## src/rtl/core/markup_code_stripper_macros.svh

```systemverilog
// Assertion macros shared by the stripper modules.
`ifndef MARKUP_CODE_STRIPPER_MACROS_SVH
`define MARKUP_CODE_STRIPPER_MACROS_SVH

// Condition holds in the same cycle as its cause.
`define MCS_ASSERT_NOW(lbl, clk, rst_n, cause, cond) \
	lbl: assert property (@(posedge clk) disable iff (!rst_n) (cause) |-> (cond)) \
		else $error("stripper check failed in the same cycle");

// Condition holds in the cycle after its cause.
`define MCS_ASSERT_NEXT(lbl, clk, rst_n, cause, cond) \
	lbl: assert property (@(posedge clk) disable iff (!rst_n) (cause) |=> (cond)) \
		else $error("stripper check failed one cycle later");

`endif

```

## src/rtl/core/mcs_pkg.sv

```systemverilog
package mcs_pkg;

	// Characters that the parser looks at.
	localparam logic [7:0] CH_CARET = 8'h5E;
	localparam logic [7:0] CH_C_LO  = 8'h63;
	localparam logic [7:0] CH_A_LO  = 8'h61;
	localparam logic [7:0] CH_F_LO  = 8'h66;
	localparam logic [7:0] CH_B_LO  = 8'h62;
	localparam logic [7:0] CH_I_LO  = 8'h69;
	localparam logic [7:0] CH_R_LO  = 8'h72;
	localparam logic [7:0] CH_O_LO  = 8'h6F;
	localparam logic [7:0] CH_C_UP  = 8'h43;
	localparam logic [7:0] CH_A_UP  = 8'h41;
	localparam logic [7:0] CH_F_UP  = 8'h46;
	localparam logic [7:0] CH_B_UP  = 8'h42;
	localparam logic [7:0] CH_I_UP  = 8'h49;

	// Bytes dropped after the color, alpha and flash codes.
	localparam logic [2:0] SKIP_COLOR = 3'd6;
	localparam logic [2:0] SKIP_ALPHA = 3'd2;
	localparam logic [2:0] SKIP_FLASH = 3'd1;

	typedef enum logic [1:0] {
		MODE_TEXT  = 2'd0,
		MODE_CARET = 2'd1,
		MODE_SKIP  = 2'd2
	} mode_t;

	// One input word.
	typedef struct packed {
		logic [7:0] in_byte;
		logic       in_last;
	} item_t;

	// One output word.
	typedef struct packed {
		logic [7:0] out_byte;
		logic       byte_valid;
		logic       string_end;
		logic       run_last;
	} res_t;

	// All output words caused by one input word, in order.
	typedef struct packed {
		logic [1:0] n;
		res_t       r0;
		res_t       r1;
	} pair_t;

endpackage

```

## src/rtl/core/mcs_in_if.sv

```systemverilog
interface mcs_in_if;
	logic       valid;
	logic       ready;
	logic [7:0] in_byte;
	logic       in_last;

	modport source (output valid, output in_byte, output in_last, input ready);
	modport sink (input valid, input in_byte, input in_last, output ready);
endinterface

```

## src/rtl/core/mcs_out_if.sv

```systemverilog
interface mcs_out_if;
	logic       valid;
	logic       ready;
	logic [7:0] out_byte;
	logic       byte_valid;
	logic       string_end;
	logic       run_last;

	modport source (output valid, output out_byte, output byte_valid, output string_end,
		output run_last, input ready);
	modport sink (input valid, input out_byte, input byte_valid, input string_end,
		input run_last, output ready);
endinterface

```

## src/rtl/core/mcs_in_stage.sv

```systemverilog
module mcs_in_stage (
	input  logic               clk,
	input  logic               arst_n,
	mcs_in_if.sink             chars,
	input  logic               advance,
	output logic               valid_s1,
	output mcs_pkg::item_t     item_s1
);
	import mcs_pkg::*;

	// The register takes a new word when it is empty or its word moves on.
	assign chars.ready = !valid_s1 || advance;

	always_ff @(posedge clk or negedge arst_n) begin
		if (!arst_n) begin
			valid_s1 <= 1'b0;
		end else if (chars.ready) begin
			valid_s1 <= chars.valid;
		end
	end

	// Payload needs no reset.
	always_ff @(posedge clk) begin
		if (chars.valid && chars.ready) begin
			item_s1 <= '{in_byte: chars.in_byte, in_last: chars.in_last};
		end
	end
endmodule

```

## src/rtl/core/mcs_parser.sv

```systemverilog
module mcs_parser (
	input  logic               clk,
	input  logic               arst_n,
	input  logic               step,
	input  mcs_pkg::item_t     item,
	output mcs_pkg::pair_t     pair
);
	import mcs_pkg::*;
	`include "markup_code_stripper_macros.svh"

	mode_t      mode_q;
	mode_t      mode_d;
	logic [2:0] skip_q;
	logic [2:0] skip_d;
	logic [2:0] skip_dec;

	assign skip_dec = (skip_q != 3'd0) ? skip_q - 3'd1 : 3'd0;

	// Next parse mode and drop count.
	always_comb begin
		mode_d = mode_q;
		skip_d = skip_q;
		unique case (mode_q)
			MODE_CARET: begin
				mode_d = MODE_TEXT;
				unique case (item.in_byte)
					CH_C_LO: begin
						mode_d = MODE_SKIP;
						skip_d = SKIP_COLOR;
					end
					CH_A_LO: begin
						mode_d = MODE_SKIP;
						skip_d = SKIP_ALPHA;
					end
					CH_F_LO: begin
						mode_d = MODE_SKIP;
						skip_d = SKIP_FLASH;
					end
					default: begin
						mode_d = MODE_TEXT;
					end
				endcase
			end
			MODE_SKIP: begin
				skip_d = skip_dec;
				mode_d = (skip_dec == 3'd0) ? MODE_TEXT : MODE_SKIP;
			end
			default: begin
				mode_d = (item.in_byte == CH_CARET && !item.in_last) ? MODE_CARET : MODE_TEXT;
			end
		endcase
		// The end of a string abandons any code in progress.
		if (item.in_last) begin
			mode_d = MODE_TEXT;
			skip_d = 3'd0;
		end
	end

	// Output words for the current input word.
	always_comb begin
		pair = '0;
		unique case (mode_q)
			MODE_CARET: begin
				unique case (item.in_byte)
					CH_C_LO, CH_A_LO, CH_F_LO, CH_B_LO, CH_I_LO, CH_R_LO, CH_O_LO,
					CH_C_UP, CH_A_UP, CH_F_UP, CH_B_UP, CH_I_UP: begin
						pair.n = 2'd0;
					end
					CH_CARET: begin
						pair.n = 2'd1;
						pair.r0 = '{out_byte: CH_CARET, byte_valid: 1'b1,
							string_end: item.in_last, run_last: 1'b1};
					end
					default: begin
						pair.n = 2'd2;
						pair.r0 = '{out_byte: CH_CARET, byte_valid: 1'b1,
							string_end: 1'b0, run_last: 1'b0};
						pair.r1 = '{out_byte: item.in_byte, byte_valid: 1'b1,
							string_end: item.in_last, run_last: 1'b1};
					end
				endcase
			end
			MODE_SKIP: begin
				pair.n = 2'd0;
			end
			default: begin
				if (!(item.in_byte == CH_CARET && !item.in_last)) begin
					pair.n = 2'd1;
					pair.r0 = '{out_byte: item.in_byte, byte_valid: 1'b1,
						string_end: item.in_last, run_last: 1'b1};
				end
			end
		endcase
		// A string that ends with nothing to show still gets an end word.
		if (pair.n == 2'd0 && item.in_last) begin
			pair.n = 2'd1;
			pair.r0 = '{out_byte: 8'h00, byte_valid: 1'b0, string_end: 1'b1, run_last: 1'b1};
		end
	end

	always_ff @(posedge clk or negedge arst_n) begin
		if (!arst_n) begin
			mode_q <= MODE_TEXT;
			skip_q <= 3'd0;
		end else if (step) begin
			mode_q <= mode_d;
			skip_q <= skip_d;
		end
	end

	`MCS_ASSERT_NOW(a_skip_nonzero, clk, arst_n, mode_q == MODE_SKIP, skip_q != 3'd0)
	`MCS_ASSERT_NEXT(a_last_resets, clk, arst_n, step && item.in_last,
		mode_q == MODE_TEXT && skip_q == 3'd0)
	`MCS_ASSERT_NOW(a_pair_caret, clk, arst_n, step && pair.n == 2'd2,
		pair.r0.out_byte == CH_CARET && !pair.r0.run_last && pair.r1.run_last)
endmodule

```

## src/rtl/core/mcs_res_buf.sv

```systemverilog
module mcs_res_buf (
	input  logic               clk,
	input  logic               arst_n,
	input  logic               load,
	input  mcs_pkg::pair_t     pair,
	output logic               load_ok,
	mcs_out_if.source          stripped
);
	import mcs_pkg::*;
	`include "markup_code_stripper_macros.svh"

	logic [1:0] cnt_q;
	res_t       slot_q [2];
	logic       pop;

	// The head slot drives the output channel.
	assign stripped.valid      = cnt_q != 2'd0;
	assign stripped.out_byte   = slot_q[0].out_byte;
	assign stripped.byte_valid = slot_q[0].byte_valid;
	assign stripped.string_end = slot_q[0].string_end;
	assign stripped.run_last   = slot_q[0].run_last;

	assign pop     = stripped.valid && stripped.ready;
	assign load_ok = (cnt_q == 2'd0) || (cnt_q == 2'd1 && pop);

	always_ff @(posedge clk or negedge arst_n) begin
		if (!arst_n) begin
			cnt_q <= 2'd0;
		end else if (load) begin
			cnt_q <= pair.n;
		end else if (pop) begin
			cnt_q <= cnt_q - 2'd1;
		end
	end

	// A new pair replaces the emptied buffer; otherwise the second word moves up.
	always_ff @(posedge clk) begin
		if (load) begin
			slot_q[0] <= pair.r0;
			slot_q[1] <= pair.r1;
		end else if (pop) begin
			slot_q[0] <= slot_q[1];
		end
	end

	`MCS_ASSERT_NOW(a_full_blocks, clk, arst_n, cnt_q == 2'd2, !load_ok)
	`MCS_ASSERT_NEXT(a_drain_one, clk, arst_n, pop && cnt_q == 2'd2 && !load, cnt_q == 2'd1)
	`MCS_ASSERT_NOW(a_head_not_final, clk, arst_n, cnt_q == 2'd2, !slot_q[0].run_last)
endmodule

```

## src/rtl/core/markup_code_stripper.sv

```systemverilog
// Markup code stripper.
// The chars channel carries one character of a decorated string per
// word, with in_last set on the final character. The stripped channel returns
// the string with its caret codes removed: each word holds out_byte, with
// byte_valid telling whether it carries a character, string_end on the word
// that closes the string and run_last on the last word caused by an input.
// An accepted input is registered in the input register, decoded, and loaded
// into the result register once that has room; its first word is offered
// from there. Throughput is one character per cycle while the receiver keeps
// up; a caret followed by an ordinary character yields two words, and the
// two-entry result register then holds the input side while both wait. Dropped
// characters give no word and still move at one per cycle.
// Reset empties the input and result registers and puts the parser in plain
// text mode with no drop pending. When the receiver stalls, words wait in the
// result register; one more input waits in the input register, after which
// chars.ready stays low until the receiver takes the last waiting word.
module markup_code_stripper (
	input  logic       clk,
	input  logic       arst_n,
	mcs_in_if.sink     chars,
	mcs_out_if.source  stripped
);
	import mcs_pkg::*;

	logic  valid_s1;
	item_t item_s1;
	logic  load_ok;
	logic  step;
	pair_t pair;

	assign step = valid_s1 && load_ok;

	mcs_in_stage u_in_stage (
		.clk      (clk),
		.arst_n   (arst_n),
		.chars    (chars),
		.advance  (step),
		.valid_s1 (valid_s1),
		.item_s1  (item_s1)
	);

	mcs_parser u_parser (
		.clk    (clk),
		.arst_n (arst_n),
		.step   (step),
		.item   (item_s1),
		.pair   (pair)
	);

	mcs_res_buf u_res_buf (
		.clk      (clk),
		.arst_n   (arst_n),
		.load     (step),
		.pair     (pair),
		.load_ok  (load_ok),
		.stripped (stripped)
	);
endmodule

```

## src/flat_wrapper.sv

```systemverilog
// flat-port wrapper written by rule: the top's interface ports become plain ports
module markup_code_stripper_flat import mcs_pkg::*;
  (clk, arst_n, chars_valid, chars_in_byte, chars_in_last, chars_ready, stripped_valid, stripped_out_byte, stripped_byte_valid, stripped_string_end, stripped_run_last, stripped_ready);
  mcs_in_if chars_i ();
  mcs_out_if stripped_i ();
  input  logic clk;
  input  logic arst_n;
  input wire logic [$bits(chars_i.valid)-1:0] chars_valid;
  input wire logic [$bits(chars_i.in_byte)-1:0] chars_in_byte;
  input wire logic [$bits(chars_i.in_last)-1:0] chars_in_last;
  output wire logic [$bits(chars_i.ready)-1:0] chars_ready;
  output wire logic [$bits(stripped_i.valid)-1:0] stripped_valid;
  output wire logic [$bits(stripped_i.out_byte)-1:0] stripped_out_byte;
  output wire logic [$bits(stripped_i.byte_valid)-1:0] stripped_byte_valid;
  output wire logic [$bits(stripped_i.string_end)-1:0] stripped_string_end;
  output wire logic [$bits(stripped_i.run_last)-1:0] stripped_run_last;
  input wire logic [$bits(stripped_i.ready)-1:0] stripped_ready;
  assign chars_i.valid = chars_valid;
  assign chars_i.in_byte = chars_in_byte;
  assign chars_i.in_last = chars_in_last;
  assign chars_ready = chars_i.ready;
  assign stripped_valid = stripped_i.valid;
  assign stripped_out_byte = stripped_i.out_byte;
  assign stripped_byte_valid = stripped_i.byte_valid;
  assign stripped_string_end = stripped_i.string_end;
  assign stripped_run_last = stripped_i.run_last;
  assign stripped_i.ready = stripped_ready;
  markup_code_stripper u_core (.clk(clk), .arst_n(arst_n), .chars(chars_i), .stripped(stripped_i));
endmodule
```

## config.mk

```make
export PLATFORM = sky130hd
export DESIGN_NAME = markup_code_stripper_flat
export DESIGN_NICKNAME = d
export VERILOG_FILES = /design/src/rtl/core/mcs_pkg.sv /design/src/rtl/core/mcs_in_if.sv /design/src/rtl/core/mcs_out_if.sv /design/src/rtl/core/mcs_in_stage.sv /design/src/rtl/core/mcs_parser.sv /design/src/rtl/core/mcs_res_buf.sv /design/src/rtl/core/markup_code_stripper.sv /design/src/flat_wrapper.sv
export VERILOG_INCLUDE_DIRS = /design/src /design/src/rtl/core
export SDC_FILE = /design/constraint.sdc
export NUM_CORES = 1
export LEC_CHECK = 0
export ABC_AREA = 0
export BUFFER_PORTS_ARGS = -buffer_cell sky130_fd_sc_hd__buf_2
export CAP_MARGIN = 30
export CORE_ASPECT_RATIO = 1.2
export CORE_MARGIN = 5
export CORE_UTILIZATION = 45
export CTS_CLUSTER_SIZE = 25
export DETAILED_ROUTE_END_ITERATION = 12
export PLACE_DENSITY_LB_ADDON = 0.05
export SYNTH_ARGS = -nofsm -noshare
export SYNTH_HDL_FRONTEND = slang
export SYNTH_HIERARCHICAL = 1
export SYNTH_SLANG_ARGS = --single-unit
```

## constraint.sdc

```tcl
create_clock -name clk -period 2.4 [get_ports clk]
set_clock_uncertainty 0.2 [all_clocks]
set_input_delay 0.36 -clock clk [delete_from_list [all_inputs] [get_ports clk]]
set_output_delay 0.36 -clock clk [all_outputs]
set_load 0.05 [all_outputs]
```

==> results of run 1 <==
[cells in the mapped netlist, types with 2 or more instances]
| master | n |
|---|---|
| or3b_1 | 2 |
| clkbuf_1 | 4 |
| dfrtp_1 | 8 |
| ha_1 | 4 |
| nand4_1 | 2 |
| edfxtp_1 | 31 |
| and2_1 | 9 |
| mux2_2 | 13 |
| o21ai_0 | 10 |
| nor2b_1 | 5 |
| o211ai_1 | 2 |
| buf_4 | 2 |
| nand3b_1 | 2 |
| inv_1 | 11 |
| a211oi_1 | 2 |
| nand2_1 | 17 |
| o21a_1 | 2 |
| or4b_1 | 2 |
| nor2_1 | 11 |
| a21oi_1 | 5 |
| nand2b_1 | 6 |
[layout make-up]
| class | count | share of cell area [%] |
|---|---|---|
| Sequential cell | 39 | 46.5 |
| Multi-Input combinational cell | 117 | 34.9 |
| Timing Repair Buffer | 38 | 9.36 |
| Tap cell | 58 | 2.98 |
| Clock buffer | 5 | 2.83 |
| Inverter | 11 | 1.85 |
| Clock inverter | 3 | 1.59 |
[critical path, cell delays in order (launching register included)]
cell and delay, ps:
dfrtp_1 410, inv_1 80, ha_2 240, clkinvlp_4 100, nand2_1 60, and2_4 190, nand2b_4 140, buf_4 190
[timing repair]
action,in CTS,in global routing
gates resized for setup,1,1
hold buffers,1,0
pin swaps,0,1
setup buffers,0,0
endpoints found under the hold margin,8,0
setup endpoints to repair,1,3
[stage by stage]
step                      std cells  worst slack [ps]  area (um2)  hold slack, ps
after floorplan                 174              15.5        2060            -136
after global placement          262               227        2310            10.9
after detailed placement        262               194        2310            11.6
after CTS                       271              63.2        2430            34.3
after global routing            271              9.77        2430            28.2
final                           271               137        2430            43.6
[per-layer routing]
metal  global-route usage [%]  share of wire, %  up-vias  wire (um)
met5                        0                 0        -          0
met2                     23.6                51       26       1950
li1                         -                 -      703          -
met4                     6.15               1.7        0         64
met3                     3.73               4.1        7        154
met1                     16.8                43      675       1620
[worst max path at each step]
stage / start / endpoint / slack (ps) / cells past startpoint
floorplan: u_core/u_res_buf/cnt_q[0] / u_core/u_in_stage/item_s1[0] / 20 / 7
global placement: u_core/u_in_stage/item_s1[1] / u_core/u_res_buf/slot_q[0][0] / 230 / 7
detailed placement: u_core/u_res_buf/cnt_q[0] / u_core/u_res_buf/slot_q[0][7] / 190 / 8
CTS: u_core/u_res_buf/cnt_q[0] / chars_ready / 60 / 7
global route: u_core/u_in_stage/item_s1[3] / u_core/u_res_buf/slot_q[0][7] / 10 / 6
finish: u_core/u_res_buf/cnt_q[0] / chars_ready / 140 / 7
[kinds of logic after synthesis]
kind of cell / Yosys count
adders and majority gates: 4
DFF: 39
AOI/OAI and AO/OA: 35
and+or+nand+nor: 64
muxes: 14
buffers and inverters: 18
[state kept, by name, indices dropped and copies added (netlist names)]
| signal | flops |
|---|---|
| u_core/u_in_stage/item_s1 | 9 |
| u_core/u_parser/mode_q | 2 |
| u_core/u_parser/skip_q | 3 |
| u_core/u_in_stage/valid_s1 | 1 |
| u_core/u_res_buf/cnt_q | 2 |
| u_core/u_res_buf/slot_q | 22 |
[power groups by stage]
stage | Sequential [mW] | Combinational, mW | Clock [mW]
3_3_place_gp | 1.19 | 1.32 | 0
6_report | 1.18 | 1.34 | 0.522
5_1_grt | 1.21 | 1.43 | 0.570
2_1_floorplan | 1.52 | 0.695 | 0
3_5_place_dp | 1.20 | 1.34 | 0
4_1_cts | 1.19 | 1.36 | 0.539
==> results.yml, run 1 <==
power_and_ir_drop:
  seqPwrFrac_pct: 38.8
  swShare_pct: 39.8
  peakVddDrop_v: 0.000598
  intPower_mw: 1.83
  p_leak_nw: 0.963
  switching_power_mw: 1.21
  clockPowerShare_pct: 17.1
  power.density_nw_per_um2: 1250
  p_comb_share_pct: 44.1
  totalPowerFinal_mw: 3.05
place:
  dp.final_hpwl_mm: 2.94
  gp_congestion: 0.871
  portBuffers: 25
drt:
  viasPerCell: 5.21
  route.vias.total: 1411
  drt-initial-drc-count: 69
  ant_nets: 0
  wl_mm: 3.79
  wl_per_cell_um: 14.0
  drtPass1Iterations: 6
  drc: 0
floorplan:
  num_rows: 27
  die-area_um2: 6030
  chipWidth_um: 71.7
  die_h_um: 84.1
  pin_count: 26
  core_area_um2: 4530
  start_util_pct: 45.4
yosys:
  synth-compound-area-share_pct: 12.3
  synth_fa_ha_area_share_pct: 2.43
  netlist_area_um2: 2060
  synthSimpleGateAreaFrac_pct: 18.6
  synth_top_area_share_pct: 45.3
  synthMuxAreaShare_pct: 7.60
  synth_top_family_by_area: "simple AND/OR/NAND/NOR gates"
  ys_warn_count: 6
  ys_ff_latch: 39
  ys_seq_area_share_pct: 55.0
  yosysTopAreaCell: "edfxtp_1"
  synthXorXnorAreaFrac_pct: 0
  synth_edf_count: 31
  postSynthAreaPerCell_um2: 11.8
  ys.flop_type: "edfxtp_1"
  syn_inst: 174
  ys_async_sr_fraction_pct: 20.5
  synth_cell_types: 45
  syn_nets: 191
  synthTopCellsByArea: "edfxtp_1, dfrtp_1, mux2_2"
clock_network:
  insertion_delay_ps: 290
  h-tree-depth: 2
  clock_sinks: 39
  cts_made_buffers: 5
  clkSlewWorstSetupHoldPaths_ps: 70
  cts_root_buf: "clkbuf_8"
  cts_buffer_depth: 2
  cts_tree: "built"
flow_run:
  cap_violations: 0
timing:
  slew_headroom_pct: 75.2
  layout_min_cycle_time_ps: 2260
  rsz0062_at_grt: "no"
  worst_slew_pin_slew_ps: 367
  hold_viol: 0
  setup_viol: 0
  finalCritPeriodShare_pct: 94.3
  fmax_mhz: 442
  slew_violations: 0
  tns_ps: 0
grt:
  antenna_found_initial: 0
  track_usage_pct: 14.1
  grt_max_degree: 17
  grt.overflow.total: 0
  grt_pass1_wl_mm: 6.65
  grt_pass1_vias: 1421
cells_and_area:
  layout_commonest_cell: "edfxtp_1"
  nets: 229
  nFillCells: 410
  regArea_um2: 1130
  final_util_pct: 53.7
  antenna_cells: 0
  drive_gt1_share_pct: 33.3
  multiInputGateArea_um2: 848
  final_cell_mix: "edfxtp_1, buf_2, nand2_1"
  synthToLayoutAreaGrowth_pct: 18.2
hold_path:
  min_from: "chars_in_byte[5]"
  hp-class: "in -> reg"
  hold_end: "u_core/u_in_stage/item_s1[6]"
  holdPathStages: 1
setup_path:
  cp-end-kind: "output pin"
  worst-path-max-fanout: 10
  r2r_setup_slack_ps: 210
  r2r-end: "u_core/u_res_buf/slot_q[0][7]"
  crit_arrival_ps: 1700
  cp.required_ps: 1840
  path_class: "reg -> out"
  start_kind: "flip-flop"
  reg2reg_depth: 6
  r2r_start: "u_core/u_in_stage/item_s1[3]"
outcome:
  status: "completed"
No activity file was read; power rests on OpenSTA's default activity.
==> run 2: changes to the inputs <==
--- a/config.mk
+++ b/config.mk
@@ -12,7 +12,7 @@
 export CORE_ASPECT_RATIO = 1.2
 export CORE_MARGIN = 5
 export CORE_UTILIZATION = 45
-export CTS_CLUSTER_SIZE = 25
+export CTS_CLUSTER_SIZE = 8
 export DETAILED_ROUTE_END_ITERATION = 12
 export PLACE_DENSITY_LB_ADDON = 0.05
 export SYNTH_ARGS = -nofsm -noshare
==> constraint.sdc (replaced) <==
create_clock -name clk -period 2.4 [get_ports clk]
set_clock_uncertainty 0.2 [all_clocks]
set_input_delay 0.48 -clock clk [delete_from_list [all_inputs] [get_ports clk]]
set_output_delay 0.48 -clock clk [all_outputs]
set_load 0.05 [all_outputs]
==> run 2 against run 1 <==
Against the previous run:
- sequential share of layout area rose by 0.83 points
- sequential power is essentially flat
- hold slack improved by 130 ps
- clock power shrank 21%
- register-to-register slack worse by 60 ps
- die area did not move
- largest power group unchanged
- combinational power hardly changed
==> results.yml, run 2 (same netlist as run 1, synthesis figures left out) <==
drt:
  ant_nets: 0
  drtPass1Iterations: 4
  viasPerCell: 5.25
  wl_mm: 3.91
  drt-initial-drc-count: 71
  drc: 0
  route.vias.total: 1403
  wl_per_cell_um: 14.6
cells_and_area:
  layout_commonest_cell: "edfxtp_1"
  regMostFlops: "u_core/u_res_buf/slot_q"
  multiInputGateArea_um2: 858
  drive_gt1_share_pct: 31.6
  regArea_um2: 1130
  synthToLayoutAreaGrowth_pct: 16.2
  top_regs: "u_core/u_res_buf/slot_q x22, u_core/u_in_stage/item_s1 x9, u_core/u_parser/skip_q x3"
  nFillCells: 421
  antenna_cells: 0
  largest_reg_flops: 22
  nets: 225
  final_cell_mix: "edfxtp_1, buf_2, nand2_1"
clock_network:
  clkSlewWorstSetupHoldPaths_ps: 70
  cts_root_buf: "clkbuf_8"
  cts_buffer_depth: 2
  insertion_delay_ps: 280
  postCtsSetupBuffers: 0
  cts_tree: "built"
  clock_sinks: 39
  h-tree-depth: 2
  cts_made_buffers: 5
power_and_ir_drop:
  p_leak_nw: 0.933
  power.density_nw_per_um2: 1240
  switching_power_mw: 1.22
  swShare_pct: 41.2
  p_comb_share_pct: 45.7
  peakVddDrop_v: 0.000554
  clockPowerShare_pct: 13.9
  seqPwrFrac_pct: 40.4
  intPower_mw: 1.74
  totalPowerFinal_mw: 2.97
floorplan:
  start_util_pct: 45.4
  chipWidth_um: 71.7
  num_rows: 27
  die_h_um: 84.1
  core_area_um2: 4530
  die-area_um2: 6030
  pin_count: 26
hold_path:
  hold_end: "u_core/u_in_stage/item_s1[1]"
  holdPathStages: 1
  hp-class: "in -> reg"
  min_from: "chars_in_byte[0]"
grt:
  track_usage_pct: 14.1
  grt_max_degree: 17
  grt.overflow.total: 0
  antenna_found_initial: 0
  grt_pass1_wl_mm: 6.64
  grt_pass1_vias: 1458
setup_path:
  r2r-end: "u_core/u_res_buf/slot_q[0][2]"
  r2r_setup_slack_ps: 150
  max_stage_delay_ps: 410
  reg2reg_depth: 6
  cp-end-kind: "output pin"
  start_kind: "flip-flop"
  path_class: "reg -> out"
  crit_chain: "inv_1 -> ha_4 -> clkinvlp_4 -> nand2_1 -> and2_4 -> nand2b_4 -> buf_6"
  crit_arrival_ps: 1640
  cp.required_ps: 1720
  slowest_stage: "dfrtp_1"
  worst-path-max-fanout: 10
  r2r_start: "u_core/u_in_stage/item_s1[1]"
place:
  gp_congestion: 0.858
  portBuffers: 25
  dp.final_hpwl_mm: 2.92
  dpl_worst_slack_ps: 126
timing:
  layout_min_cycle_time_ps: 2320
  fin_ws_ps: 83.0
  fmax_mhz: 432
  slew_headroom_pct: 72.1
  worst_slew_pin_slew_ps: 418
  finalCritPeriodShare_pct: 96.5
  hold_ws_ps: 172
  hold_viol: 0
  setup_viol: 0
  slew_violations: 0
flow_run:
  cap_violations: 0
outcome:
  status: "completed"
## run 2: changes by cell type in the layout (fill, tap and decap cells not counted)
cell       change
ha_4           +1
buf_4          -5
ha_2           -1
buf_6          +1
o21ai_1        +1
bufinv_16      -1
o21ai_0        -1
clkbuf_1       +2
clkinv_1       -1
## run 2: how the worst max path moves through the flow
stage | slack [ps] | endpoint | start | cells past startpoint
after floorplan | 20 | u_core/u_in_stage/item_s1[0] | u_core/u_res_buf/cnt_q[0] | 7
after global routing | -4 | chars_ready | u_core/u_res_buf/cnt_q[0] | 7
after detailed placement | 130 | u_core/u_res_buf/slot_q[0][9] | u_core/u_in_stage/item_s1[1] | 5
final | 80 | chars_ready | u_core/u_res_buf/cnt_q[0] | 7
after CTS | 30 | chars_ready | u_core/u_res_buf/cnt_q[0] | 7
after global placement | 170 | u_core/u_res_buf/slot_q[0][2] | u_core/u_in_stage/item_s1[6] | 6
## run 2: critical path, delay by kind of cell, from the launching register on
family / cells / cell delay [ps]
buffers and inverters: 3 / 350
adders and majority gates: 1 / 180
DFF: 1 / 410
and+or+nand+nor: 3 / 410
## run 2: area by class of cell
cell class / count / share of cell area [%]
Clock buffer: 7 / 3.19
Multi-Input combinational cell: 117 / 35.9
Inverter: 11 / 1.88
Sequential cell: 39 / 47.3
Tap cell: 58 / 3.04
Clock inverter: 1 / 0.209
Timing Repair Buffer: 34 / 8.43
## run 2: per-layer routing
metal  global-route usage, %  vias up  part of all wire [%]
met1                    16.0      675                    43
met2                    24.9       26                    51
met3                    3.73        7                   3.9
li1                        -      695                     -
met5                       0        -                     0
met4                    4.96        0                   1.9
## run 2: repair_timing
item,CTS,global route
resized for setup,3,2
hold buffers,1,0
setup endpoints to repair,1,5
hold endpoints to repair,8,0
## run 2: per-stage QoR
stage	util (%)	setup TNS (ps)	instance area [um2]	cells
3_5_place_dp	50.4	0	2280	258
3_3_place_gp	50.4	0	2280	258
6_report	52.8	0	2390	267
5_1_grt	52.8	-3.97	2390	267
4_1_cts	52.6	0	2380	267
2_1_floorplan	-	0	2060	174
## run 2: power by group through the flow
stage               logic [mW]  registers (mW)  clock network (mW)
floorplan                0.695            1.52                   0
global placement          1.29            1.20                   0
detailed placement        1.31            1.22                   0
CTS                       1.34            1.20               0.431
global route              1.45            1.23               0.472
finish                    1.36            1.20               0.413
